===== src/rtl/npt_pkg.sv =====
// ----------------------------------------------------------------------------
// npt_pkg
// Shared types and constants for the next-prime search block.
// ----------------------------------------------------------------------------
package npt_pkg;

    localparam int DEFAULT_VALUE_WIDTH = 16;
    localparam int FIELD_WIDTH         = 16;

    typedef enum logic [2:0] {
        ST_IDLE,
        ST_CHECK,
        ST_TEST,
        ST_WAIT,
        ST_NEXT,
        ST_DONE
    } npt_state_t;

endpackage


===== src/rtl/npt_rem.sv =====
// ----------------------------------------------------------------------------
// npt_rem
// Iterative restoring remainder unit, one dividend bit per cycle.
// ----------------------------------------------------------------------------
module npt_rem import npt_pkg::*; #(
    parameter int DVD_WIDTH = DEFAULT_VALUE_WIDTH,
    parameter int DIV_WIDTH = (DEFAULT_VALUE_WIDTH + 1) / 2 + 1
) (
    input  logic                 aclk,
    input  logic                 aresetn,
    input  logic                 start,
    input  logic [DVD_WIDTH-1:0] dividend,
    input  logic [DIV_WIDTH-1:0] divisor,
    output logic                 done,
    output logic [DIV_WIDTH-1:0] remainder
);

    localparam int CNT_WIDTH = $clog2(DVD_WIDTH + 1);

    logic                 busy_reg,  busy_next;
    logic                 done_reg,  done_next;
    logic [CNT_WIDTH-1:0] cnt_reg,   cnt_next;
    logic [DVD_WIDTH-1:0] dvd_reg,   dvd_next;
    logic [DIV_WIDTH-1:0] div_reg,   div_next;
    logic [DIV_WIDTH-1:0] rem_reg,   rem_next;
    logic [DIV_WIDTH:0]   shifted;
    logic [DIV_WIDTH:0]   diff;

    assign shifted = {rem_reg, dvd_reg[DVD_WIDTH-1]};
    assign diff    = shifted - {1'b0, div_reg};

    always_comb begin
        busy_next = busy_reg;
        done_next = 1'b0;
        cnt_next  = cnt_reg;
        dvd_next  = dvd_reg;
        div_next  = div_reg;
        rem_next  = rem_reg;
        if (start) begin
            busy_next = 1'b1;
            cnt_next  = CNT_WIDTH'(DVD_WIDTH);
            dvd_next  = dividend;
            div_next  = divisor;
            rem_next  = '0;
        end else if (busy_reg) begin
            dvd_next = {dvd_reg[DVD_WIDTH-2:0], 1'b0};
            if (shifted >= {1'b0, div_reg}) begin
                rem_next = diff[DIV_WIDTH-1:0];
            end else begin
                rem_next = shifted[DIV_WIDTH-1:0];
            end
            cnt_next = cnt_reg - 1'b1;
            if (cnt_reg == CNT_WIDTH'(1)) begin
                busy_next = 1'b0;
                done_next = 1'b1;
            end
        end
    end

    always_ff @(posedge aclk) begin
        if (!aresetn) begin
            busy_reg <= 1'b0;
            done_reg <= 1'b0;
            cnt_reg  <= '0;
        end else begin
            busy_reg <= busy_next;
            done_reg <= done_next;
            cnt_reg  <= cnt_next;
        end
        dvd_reg <= dvd_next;
        div_reg <= div_next;
        rem_reg <= rem_next;
    end

    assign done      = done_reg;
    assign remainder = rem_reg;

endmodule


===== src/rtl/next_prime_trial_division_top.sv =====
// Each candidate passes a check state, then a test state and a remainder run for each trial divisor.
// Divisors run from 2 up to the smallest factor of the candidate, or up to the square root for a
// prime, and none run for a candidate below two. The result is offered after the last one.
// Throughput: one transfer at a time; a new start value is taken only after the
// result transfer completes. The remainder unit sets the pace, one bit per cycle.
// Reset: synchronous, active low; the block returns to idle with no pending result.
// ----------------------------------------------------------------------------
// next_prime_trial_division_top
// Finds the smallest prime at or above a start value by trial division.
// ----------------------------------------------------------------------------
module next_prime_trial_division_top import npt_pkg::*; #(
    parameter int VALUE_WIDTH = DEFAULT_VALUE_WIDTH
) (
    input  logic                   aclk,
    input  logic                   aresetn,
    input  logic                   s_valid,
    output logic                   s_ready,
    input  logic [FIELD_WIDTH-1:0] s_start_value,
    output logic                   m_valid,
    input  logic                   m_ready,
    output logic [FIELD_WIDTH-1:0] m_prime_found,
    output logic                   m_overflow
);

    localparam int DW = (VALUE_WIDTH + 1) / 2 + 1;
    localparam int SW = 2 * DW;

    npt_state_t             state_reg, state_next;
    logic [VALUE_WIDTH-1:0] cand_reg,  cand_next;
    logic [DW-1:0]          d_reg,     d_next;
    logic [SW-1:0]          sq_reg,    sq_next;
    logic [FIELD_WIDTH-1:0] prime_reg, prime_next;
    logic                   ovf_reg,   ovf_next;
    logic                   div_start;
    logic                   div_done;
    logic [DW-1:0]          div_rem;

    npt_rem #(
        .DVD_WIDTH (VALUE_WIDTH),
        .DIV_WIDTH (DW)
    ) u_rem (
        .aclk      (aclk),
        .aresetn   (aresetn),
        .start     (div_start),
        .dividend  (cand_reg),
        .divisor   (d_reg),
        .done      (div_done),
        .remainder (div_rem)
    );

    always_comb begin
        state_next = state_reg;
        cand_next  = cand_reg;
        d_next     = d_reg;
        sq_next    = sq_reg;
        prime_next = prime_reg;
        ovf_next   = ovf_reg;
        div_start  = 1'b0;
        unique case (state_reg)
            ST_IDLE: begin
                if (s_valid) begin
                    cand_next  = VALUE_WIDTH'(s_start_value);
                    state_next = ST_CHECK;
                end
            end
            ST_CHECK: begin
                d_next  = DW'(2);
                sq_next = SW'(4);
                if (cand_reg < VALUE_WIDTH'(2)) begin
                    state_next = ST_NEXT;
                end else begin
                    state_next = ST_TEST;
                end
            end
            ST_TEST: begin
                if (sq_reg > SW'(cand_reg)) begin
                    prime_next = FIELD_WIDTH'(cand_reg);
                    ovf_next   = 1'b0;
                    state_next = ST_DONE;
                end else begin
                    div_start  = 1'b1;
                    state_next = ST_WAIT;
                end
            end
            ST_WAIT: begin
                if (div_done) begin
                    if (div_rem == '0) begin
                        state_next = ST_NEXT;
                    end else begin
                        d_next     = d_reg + 1'b1;
                        sq_next    = sq_reg + SW'({d_reg, 1'b1});
                        state_next = ST_TEST;
                    end
                end
            end
            ST_NEXT: begin
                if (&cand_reg) begin
                    prime_next = '0;
                    ovf_next   = 1'b1;
                    state_next = ST_DONE;
                end else begin
                    cand_next  = cand_reg + 1'b1;
                    state_next = ST_CHECK;
                end
            end
            ST_DONE: begin
                if (m_ready) begin
                    state_next = ST_IDLE;
                end
            end
            default: state_next = ST_IDLE;
        endcase
    end

    always_ff @(posedge aclk) begin
        if (!aresetn) begin
            state_reg <= ST_IDLE;
        end else begin
            state_reg <= state_next;
        end
    end

    always_ff @(posedge aclk) begin
        cand_reg  <= cand_next;
        d_reg     <= d_next;
        sq_reg    <= sq_next;
        prime_reg <= prime_next;
        ovf_reg   <= ovf_next;
    end

    assign s_ready       = (state_reg == ST_IDLE);
    assign m_valid       = (state_reg == ST_DONE);
    assign m_prime_found = prime_reg;
    assign m_overflow    = ovf_reg;

endmodule


===== config.mk =====
export PLATFORM = sky130hd
export DESIGN_NAME = next_prime_trial_division_top
export DESIGN_NICKNAME = d
export VERILOG_FILES = /design/src/rtl/npt_pkg.sv /design/src/rtl/npt_rem.sv /design/src/rtl/next_prime_trial_division_top.sv
export SDC_FILE = /design/constraint.sdc
export NUM_CORES = 1
export LEC_CHECK = 0
export BUFFER_PORTS_ARGS = -buffer_cell sky130_fd_sc_hd__buf_2
export CORE_AREA = 2 2 108 110
export CTS_CLUSTER_DIAMETER = 200
export DETAILED_ROUTE_END_ITERATION = 16
export DIE_AREA = 0 0 110 112
export PLACE_DENSITY = 0.85
export SYNTH_ARGS = -nofsm -noshare
export SYNTH_HDL_FRONTEND = slang
export SYNTH_SLANG_ARGS = --single-unit

===== constraint.sdc =====
create_clock -name aclk -period 2.53 [get_ports aclk]
set_input_delay 0.1265 -clock aclk [delete_from_list [all_inputs] [get_ports aclk]]
set_output_delay 0.1265 -clock aclk [all_outputs]
set_load 0.02 [all_outputs]

==> impl_metrics.tcl, run 1 <==
set metrics [dict create \
    status "finished, violations left" \
    violations "setup timing" \
    area_delta_synth_final_pct 21.2 \
    final_util_pct 65.5 \
    cts_tree "done" \
    seq_area_um2 2930 \
    rsz0062_at_grt "yes" \
    grt_max_degree 31 \
    setup.worst_path.class "reg2reg" \
    io_buffer_count 38 \
    hp-class "in2reg" \
    cp_slowest_cell "edfxtp_1" \
    drtIter0Drc 565 \
    routed-via-count 4986 \
    numCtsBuffers 9 \
    seq_area_frac_synth_pct 48.6 \
    grt_antenna_before_repair 0 \
    finClkSkew_ps 12.5 \
    drt-total-wl_mm 15.7 \
    h-tree-depth 3 \
    nets 728 \
    crit_path_start_kind "flip-flop" \
    synthAdderAreaFrac_pct 8.54 \
    fill_cells 759 \
    cap_violations 0 \
    dp_hpwl_mm 10.8 \
    yosysMostFrequentCell "edfxtp_1" \
    synth_cell_types 60 \
    crit_fanout 7 \
    async_reset_ff_share_pct 0 \
    cts.path.max_buffers 2 \
    crit_required_ps 2650 \
    via_per_inst 6.11 \
    finalCriticalPeriod_ps 2680 \
    grt.overflow.total 0 \
    netlist_instances 576 \
    core_um2 11200 \
    yosys-top-cells-count "edfxtp_1 (85), nor2_1 (58), nand2_1 (47)" \
    fin_area_um2 7320 \
    synth_area_leaders "edfxtp_1 (42%), ha_1 (7.9%), dfxtp_1 (6.3%)" \
    cts.sinks 104 \
    p_leak_nw 2.88 \
    hold_viol_final 0 \
    clk_pin_slew_ps 80 \
    yosys.area.top_type_share_pct 42.3 \
    slew_headroom_pct 48.7 \
    synth_top_area_cell "edfxtp_1" \
    final_layout_size_suffix_gt1_share_pct 25.1 \
    grt_pass1_vias 4927 \
    ys.flop_type "edfxtp_1" \
    grt_pass1_wl_mm 23.7 \
    antenna_left 0 \
    finalPower_mw 5.15 \
    worst_setup_path_end_kind "flip-flop" \
    multiInputGateArea_um2 3010 \
    gp_congestion 0.891 \
    initial_core_util_pct 54.0 \
    synth_compound_area_share_pct 11.8 \
    fp-row-count 39 \
    finalCritPeriodShare_pct 106 \
    die_h_um 112 \
    syn_area_um2 6040 \
    die_w_um 110 \
    cp_top_family "simple AND/OR/NAND/NOR gates" \
    ys.warnings.count 0 \
    drc_errors 0 \
    worstPathCellList "ha_4, nand4_1, nor3_2, nor4_2, a211oi_2, nor3_4, buf_4, clkbuf_16, mux2_4" \
    path_buf_inv 2 \
    final.setup.worst_slack_ps -150 \
    grt_use_total_pct 25.0 \
    cts_root_buf "clkbuf_16" \
    wl_per_cell_um 19.2 \
    largest_reg_flops 18 \
    synth_xor_area_share_pct 4.64 \
    syn_avg_cell_area_um2 10.5 \
    yosys.area_share.simple_pct 17.0 \
    synth_edf_count 85 \
    max_stage_delay_ps 510 \
    power_density_nw_per_um2 704 \
    ios 39 \
    setup_viol 49 \
    antenna_cells 0 \
    placed_cell_area_um2 6670 \
    place_inst 780 \
    cp.arrival_ps 2800 \
    die_area_um2 12300 \
    synth_top_family_by_area "simple AND/OR/NAND/NOR gates" \
    clk_latency_ps 370 \
    ys_ff_latch 104 \
    dr.pass1.iters 7 \
    fin_cells 816 \
    synth_nets 636 \
    muxShareOfSynthArea_pct 5.16 \
    drv_slew 0 \
    tightestPinTransition_ps 770 \
    max_freq_ghz 0.373 \
    holdBufCountCts 0 \
    vdd_drop_max_uv 478 \
]
## final cells by class
cell class / instances / share of cell area (%)
Multi-Input combinational cell: 408 / 41.1
Sequential cell: 104 / 40.1
Timing Repair Buffer: 101 / 10.1
Clock buffer: 9 / 3.08
Tap cell: 143 / 2.44
Inverter: 44 / 2.26
Clock inverter: 7 / 0.975
## final timing paths
kind                                    startpoint            endpoint  slack (ps)  cells past startpoint
worst max-delay path                     sq_reg[7]    u_rem.dvd_reg[6]        -150                      9
worst min-delay path              s_start_value[0]         cand_reg[0]          40                      3
worst max register to register           sq_reg[7]    u_rem.dvd_reg[6]        -150                      9
worst min register to register  u_rem.remainder[1]  u_rem.remainder[1]         530                      2
## layer usage
metal / routed length (um) / vias up / global-route usage [%]
li1: - / 2286 / -
met1: 6190 / 2406 / 30.2
met2: 7730 / 230 / 41.6
met3: 1010 / 64 / 3.81
met4: 751 / 0 / 15.1
met5: 0 / - / 0
## metrics by stage
step	setup slack [ps]	hold slack, ps	setup TNS (ps)
after global placement	69.9	397	0
after CTS	-47.9	44.8	-1130
after floorplan	10.1	244	0
final	-150	43.6	-4410
after detailed placement	-61.2	414	-1540
after global routing	-212	52.5	-9670
## report_power, final
part           total (mW)  internal, mW  switching (mW)
Combinational        1.53         0.658           0.872
Sequential           2.22          2.04           0.178
Clock                1.40         0.699           0.700
## tightest hold or removal path: stages
cell and delay (ps):
buf_2 80, nand2_1 40, o21ai_0 60
## what timing repair did
item	in CTS	in global routing
pin swaps	1	14
endpoints found under the setup margin	48	86
gates resized for setup	9	28
buffers inserted	6	13
cloned	1	3
## logic make-up after synthesis
family / Yosys count
AND/OR/NAND/NOR: 203
flip-flops: 104
buffers and inverters: 65
XOR/XNOR: 32
AO/OA/AOI/OAI: 107
adder cells (fa/ha/maj): 40
multiplexers: 25
## cell usage in the layout (no fill, tap or decap), types with 3 or more instances in the layout
cell / Yosys / layout
edfxtp_1: 85 / 85
nor2_1: 58 / 57
buf_4: 0 / 56
nand2_1: 47 / 45
buf_2: 1 / 38
inv_1: 44 / 37
ha_1: 38 / 32
o21ai_0: 31 / 30
a21oi_1: 21 / 21
xnor2_1: 20 / 20
nand3_1: 19 / 19
dfxtp_1: 19 / 19
xor2_1: 12 / 12
mux2_4: 11 / 11
clkbuf_16: 0 / 11
nor3_1: 11 / 10
and3_1: 10 / 10
o21a_1: 9 / 9
mux2i_1: 9 / 9
nor4_1: 9 / 8
nor3b_1: 9 / 8
nand4_1: 7 / 7
a211oi_1: 11 / 7
inv_2: 0 / 7
o211ai_1: 7 / 7
nor2b_1: 8 / 7
a211oi_2: 1 / 5
mux2_2: 5 / 5
or3_1: 5 / 5
ha_4: 0 / 5
nand2b_1: 4 / 4
inv_6: 0 / 4
o21bai_1: 3 / 3
a31oi_1: 3 / 3
o22ai_1: 3 / 3
o31a_1: 3 / 3
and2_1: 3 / 3
(Power assumes the default switching activity.)
==> run 2: changes to the inputs <==
--- a/config.mk
+++ b/config.mk
@@ -6,10 +6,12 @@
 export NUM_CORES = 1
 export LEC_CHECK = 0
 export BUFFER_PORTS_ARGS = -buffer_cell sky130_fd_sc_hd__buf_2
-export CORE_AREA = 2 2 108 110
+export CELL_PAD_IN_SITES_DETAIL_PLACEMENT = 1
+export CELL_PAD_IN_SITES_GLOBAL_PLACEMENT = 2
+export CORE_AREA = 2 2 133 135
 export CTS_CLUSTER_DIAMETER = 200
 export DETAILED_ROUTE_END_ITERATION = 16
-export DIE_AREA = 0 0 110 112
+export DIE_AREA = 0 0 135 137
 export PLACE_DENSITY = 0.85
 export SYNTH_ARGS = -nofsm -noshare
 export SYNTH_HDL_FRONTEND = slang
==> run 2 against run 1 <==
  * The flow still finishes with violations (setup timing)
  * Critical endpoint unchanged
  * Non-clock buffer count grew 22
  * Fmax down 4.1%
  * Sequential share of layout area is 1.4 points lower
  * Utilization fell by 21 points
  * Wire length rose by 12%
  * Clock power fell by 3%
  * Final cell count rose by 13%
  * Clock skew decreased by 2.4 ps
  * Die area increased by 50%
  * Setup slack worse by 110 ps
==> impl_metrics.tcl, run 2 (synthesis results as in run 1) <==
set metrics [dict create \
    status "finished, violations left" \
    violations "setup timing" \
    p_switching_mw 1.74 \
    nets 750 \
    dp_hpwl_mm 12.1 \
    cts_tree "done" \
    hold_viol_final 0 \
    tns_ps -14130 \
    cap_violations 0 \
    clk_latency_ps 360 \
    crit_required_ps 2640 \
    clk_pin_slew_ps 80 \
    cts_root_buf "clkbuf_16" \
    area_delta_synth_final_pct 25.7 \
    io_buffer_count 38 \
    ff2ff_path_depth 11 \
    worst_setup_path_end_kind "flip-flop" \
    worstPathCellList "ha_4, nand4_1, buf_4, o41ai_4, nor3_1, a211oi_2, buf_4, nor3_4, buf_4, buf_16, mux2_4" \
    routed-via-count 4859 \
    grt_antenna_before_repair 0 \
    hp-class "in2reg" \
    p_leak_nw 3.00 \
    hold_start "s_start_value[12]" \
    antenna_cells 0 \
    cts.path.max_buffers 2 \
    r2r-start "sq_reg[13]" \
    p_comb_share_pct 31.3 \
    via_per_inst 5.28 \
    hold_path_end "cand_reg[12]" \
    die_area_um2 18500 \
    hold_slack_ps 58.7 \
    largest_reg_flops 18 \
    drv_slew 0 \
    reg2reg_slack_ps -260 \
    holdBufCountCts 0 \
    core_um2 17100 \
    drt-total-wl_mm 17.6 \
    crit_path_start_kind "flip-flop" \
    place_inst 879 \
    power_density_nw_per_um2 686 \
    max_freq_ghz 0.358 \
    final_layout_size_suffix_gt1_share_pct 27.3 \
    finalCriticalPeriod_ps 2790 \
    cp.arrival_ps 2900 \
    p_clk_share_pct 26.2 \
    crit_fanout 5 \
    final_util_pct 44.5 \
    setup.worst_path.class "reg2reg" \
    grt_max_degree 31 \
    rsz0062_at_grt "yes" \
    intPower_mw 3.46 \
    cts.sinks 104 \
    cp_slowest_cell "edfxtp_1" \
    finalCritPeriodShare_pct 110 \
    tightestPinTransition_ps 813 \
    holdPathStages 3 \
    gp_congestion 0.833 \
    ios 39 \
    die_w_um 135 \
    max_stage_delay_ps 460 \
    cpMostUsedCell "buf_4" \
    initial_core_util_pct 35.4 \
    drtIter0Drc 310 \
    fp-row-count 48 \
    finClkSkew_ps 10.1 \
    drc_errors 0 \
    wl_per_cell_um 19.1 \
    grt_pass1_wl_mm 26.6 \
    swShare_pct 33.5 \
    vdd_drop_max_uv 308 \
    slew_headroom_pct 45.1 \
    fin_cells 920 \
    h-tree-depth 3 \
    final_cell_mix "edfxtp_1 (85), buf_4 (75), nor2_1 (56)" \
    grt.overflow.total 0 \
    setup_viol 75 \
    die_h_um 137 \
    dr.pass1.iters 4 \
    numCtsBuffers 9 \
    layout_commonest_cell "edfxtp_1" \
    antenna_left 0 \
    grt_use_total_pct 18.6 \
    r2r-end "u_rem.dvd_reg[6]" \
    seqPwrFrac_pct 42.5 \
    grt_pass1_vias 5128 \
    final.setup.worst_slack_ps -263 \
]
==> run 2: cell count changes in the layout (fill, tap and decap cells not counted), moves of 2 or more <==
| cell | delta |
|---|---|
| mux2_4 | +2 |
| nor3b_1 | -2 |
| buf_6 | +3 |
| nand2_4 | -2 |
| buf_4 | +19 |
| nor3b_2 | +2 |
| inv_6 | -3 |
| a21oi_2 | +2 |
| a21oi_1 | -2 |
| clkinv_2 | +3 |
| mux2_2 | -2 |
==> run 2: worst max-delay path by stage <==
stage | end | slack (ps) | from
3_3_place_gp | u_rem.dvd_reg[6] | -80 | cand_reg[13]
6_report | u_rem.dvd_reg[6] | -260 | sq_reg[13]
4_1_cts | u_rem.dvd_reg[3] | -80 | cand_reg[13]
5_1_grt | u_rem.dvd_reg[15] | -360 | sq_reg[13]
2_1_floorplan | m_overflow | 10 | cand_reg[9]
3_5_place_dp | u_rem.dvd_reg[14] | -210 | cand_reg[13]
==> run 2: per-stage QoR <==
stage | power (mW) | instance area, um^2 | worst slack [ps]
2_1_floorplan | 3.21 | 6040 | 10.1
3_3_place_gp | 3.63 | 6900 | -81.2
3_5_place_dp | 3.71 | 6900 | -211
4_1_cts | 5.13 | 7420 | -78.0
5_1_grt | 5.47 | 7590 | -360
6_report | 5.20 | 7590 | -263
==> run 2: worst max-delay path, delay by kind of cell (launching register included) <==
family | cells | cell delay (ps)
buf+inv | 4 | 660
fa+ha+maj | 1 | 310
flops | 1 | 460
compound gates | 2 | 490
simple gates | 3 | 320
mux | 1 | 290
==> run 2: power by group through the flow <==
stage               logic [mW]  registers (mW)  clock network (mW)
finish                    1.63            2.21                1.36
detailed placement        1.48            2.24                   0
global placement          1.40            2.22                   0
floorplan                 1.01            2.20                   0
CTS                       1.56            2.21                1.36
global route              1.79            2.23                1.44
==> run 2: repair_timing <==
item	CTS	global route
setup buffers	17	8
resized for setup	25	17
cloned	2	1
setup endpoints to repair	67	92
pin swaps	9	6
==> run 2: cell type report <==
class	count	area, um^2
fillers	1921	9470
multi-input cells	408	3010
flip-flops and latches	104	2930
repair buffers	123	922
well taps	225	282
clock buffers	11	243
inverters	44	165
clock inverters	5	31.3
==> run 2: per-layer routing <==
layer / vias to the layer above / global-route usage (%) / routed length, um
met5: - / 0 / 0
met4: 0 / 4.46 / 292
met3: 21 / 3.41 / 579
met2: 64 / 34.3 / 9250
met1: 2452 / 22.5 / 7500
li1: 2322 / - / -
==> run 3: changes to the inputs <==
--- a/config.mk
+++ b/config.mk
@@ -15,4 +15,5 @@
 export PLACE_DENSITY = 0.85
 export SYNTH_ARGS = -nofsm -noshare
 export SYNTH_HDL_FRONTEND = slang
+export SYNTH_HIERARCHICAL = 1
 export SYNTH_SLANG_ARGS = --single-unit
==> run 3 against run 2 <==
  * The flow now finishes without violations
  * Hold slack got worse by 4.6 ps
  * Global-route usage decreased by 0.55 points
  * Power up 2.3%
  * Utilization down 1.0 points
==> impl_metrics.tcl, run 3 <==
set metrics [dict create \
    final_cell_mix "edfxtp_1 (85), nor2_1 (59), buf_4 (49)" \
    area_delta_synth_final_pct 20.4 \
    antenna_cells 0 \
    reg2reg_slack_ps 30 \
    fp-row-count 48 \
    fill_cells 1915 \
    cp_top_family "simple AND/OR/NAND/NOR gates" \
    holdPathStages 3 \
    async_reset_ff_share_pct 0 \
    worstPathCellList "ha_4, nand4_1, nor4_4, o31ai_2, a22oi_2, nor2b_4, buf_12, or2_4" \
    core_um2 17100 \
    max_stage_delay_ps 460 \
    yosys-top-cells-count "edfxtp_1 (85), nor2_1 (59), nand2_1 (45)" \
    vdd_drop_max_uv 315 \
    clk_latency_ps 360 \
    die_w_um 135 \
    r2r-start "sq_reg[9]" \
    wl_met3_um 405 \
    place_inst 870 \
    antenna_left 0 \
    layout_commonest_cell "edfxtp_1" \
    ys.flop_type "edfxtp_1" \
    gp_congestion 0.823 \
    finalCriticalPeriod_ps 2500 \
    slew_headroom_pct 23.9 \
    ff2ff_path_depth 8 \
    synth_cell_types 67 \
    intPower_mw 3.52 \
    die_area_um2 18500 \
    synth_top_area_cell "edfxtp_1" \
    drtIter0Drc 242 \
    drc_errors 0 \
    ys_ff_latch 104 \
    fin_area_um2 7410 \
    hold_start "s_start_value[7]" \
    setup_viol 0 \
    synth_edf_count 85 \
    hp-class "in2reg" \
    seqPwrFrac_pct 41.6 \
    wl_per_cell_um 18.3 \
    final_util_pct 43.5 \
    ys.warnings.count 6 \
    nets 725 \
    ios 39 \
    grt_pass1_vias 4934 \
    clk_pin_slew_ps 70 \
    grt.overflow.total 0 \
    grt_use_total_pct 18.1 \
    tightestPinTransition_ps 1130 \
    hold_path_end "cand_reg[7]" \
    grt_antenna_before_repair 0 \
    rsz0062_at_grt "yes" \
    wl_met2_mm 8.17 \
    routed-via-count 4717 \
    max_freq_ghz 0.400 \
    setup.worst_path.class "reg2reg" \
    initial_core_util_pct 36.1 \
    cp.arrival_ps 2600 \
    yosys.area.top_type_share_pct 41.4 \
    cts.sinks 104 \
    placed_cell_area_um2 6950 \
    cp_slowest_cell "edfxtp_1" \
    cts.path.max_buffers 2 \
    cap_violations 0 \
    holdBufCountCts 0 \
    largest_reg_flops 18 \
    cts_tree "done" \
    swShare_pct 33.8 \
    finClkSkew_ps 6.46 \
    path_buf_inv 1 \
    seq_area_frac_synth_pct 47.6 \
    grt_max_degree 28 \
    dr.pass1.iters 4 \
    status "finished clean" \
    dp_hpwl_mm 12.3 \
    numCtsBuffers 9 \
    crit_fanout 16 \
    p_clk_share_pct 27.5 \
    cts_root_buf "clkbuf_16" \
    crit_path_start_kind "flip-flop" \
    finalCritPeriodShare_pct 98.7 \
    fin_cells 895 \
    p_comb_share_pct 31.0 \
    io_buffer_count 38 \
    final_layout_size_suffix_gt1_share_pct 24.2 \
    syn_avg_cell_area_um2 10.6 \
    p_switching_mw 1.80 \
    yosysMostFrequentCell "edfxtp_1" \
    die_h_um 137 \
    hold_viol_final 0 \
    power_density_nw_per_um2 718 \
    via_per_inst 5.27 \
    seq_area_um2 2930 \
    multiInputGateArea_um2 3130 \
    p_leak_nw 2.81 \
    synth_area_leaders "edfxtp_1 (41%), ha_1 (7.7%), dfxtp_1 (6.2%)" \
    r2r-end "u_rem/dvd_reg[7]" \
    netlist_instances 580 \
    drt-total-wl_mm 16.4 \
    wl_met1_mm 7.47 \
    syn_area_um2 6160 \
    worst_setup_path_end_kind "flip-flop" \
    grt_pass1_wl_mm 25.8 \
    crit_required_ps 2630 \
    h-tree-depth 3 \
    drv_slew 0 \
    synth_nets 640 \
    highest_layer "met4" \
]
==> run 3: cell types whose count changed after synthesis, moves of 4 or more <==
cell,before,now
mux2i_1,9,13
o21ai_2,0,5
a21o_1,0,4
inv_1,44,36
mux2_4,11,0
clkbuf_1,17,13
a21oi_1,21,28
o21ai_1,0,5
mux2_2,5,16
nand2b_1,4,13
nor3_1,11,17
o21ai_0,31,25
o211ai_1,7,3
nor3b_1,9,2
==> run 3: worst max-delay path by stage <==
| stage | startpoint | to | slack (ps) | cells past startpoint |
|---|---|---|---|---|
| CTS | sq_reg[9] | u_rem/cnt_reg[1] | -2 | 9 |
| global placement | cand_reg[15] | u_rem/dvd_reg[0] | 50 | 9 |
| finish | sq_reg[9] | u_rem/dvd_reg[7] | 30 | 8 |
| detailed placement | cand_reg[15] | u_rem/cnt_reg[1] | -30 | 10 |
| floorplan | cand_reg[9] | u_rem/dvd_reg[10] | 10 | 9 |
| global route | cand_reg[15] | u_rem/dvd_reg[9] | -40 | 9 |
==> run 3: power by group through the flow <==
stage	Sequential [mW]	Clock (mW)	Combinational, mW
2_1_floorplan	2.23	0	1.09
3_3_place_gp	2.24	0	1.52
3_5_place_dp	2.25	0	1.58
4_1_cts	2.21	1.50	1.60
5_1_grt	2.24	1.55	1.81
6_report	2.21	1.46	1.65
==> run 3: metal layers <==
layer / vias to the layer above / track usage (%)
li1: 2298 / -
met1: 2357 / 23.2
met2: 42 / 31.5
met3: 20 / 2.30
met4: 0 / 6.37
met5: - / 0
==> run 3: logic make-up after synthesis <==
| family | Yosys count | share of synthesized area, % |
|---|---|---|
| compound gates | 115 | 13.2 |
| xor+xnor | 30 | 4.27 |
| fa+ha+maj | 40 | 8.37 |
| buf+inv | 53 | 3.27 |
| flops | 104 | 47.6 |
| mux | 29 | 5.04 |
| simple gates | 209 | 18.2 |
==> run 3: layout make-up <==
cell class	count	share of cell area [%]
inverters	37	1.87
repair buffers	90	8.41
multi-input cells	423	42.3
clock inverters	7	1.06
flip-flops and latches	104	39.6
clock buffers	9	3.04
well taps	225	3.80
==> run 3: per-stage QoR <==
stage	power [mW]	TNS, ps	hold slack (ps)	setup WS, ps
floorplan	3.32	0	244	13.2
global placement	3.75	0	404	48.1
detailed placement	3.83	-238	422	-30.2
CTS	5.31	-2.32	45.5	-2.32
global route	5.60	-912	56.4	-40.6
finish	5.32	0	54.1	32.6
==> run 3: timing repair <==
| action | CTS | global route |
|---|---|---|
| pin swaps | 1 | 2 |
| gates cloned | 0 | 1 |
| endpoints found under the setup margin | 23 | 56 |
| gates resized for setup | 1 | 15 |
| setup buffers | 1 | 7 |
==> run 3: worst reg2reg max path, cell delays in order, from the launching register on <==
cell	delay (ps)
edfxtp_1	460
ha_4	320
nand4_1	140
nor4_4	330
o31ai_2	120
a22oi_2	280
nor2b_4	100
buf_12	160
or2_4	330
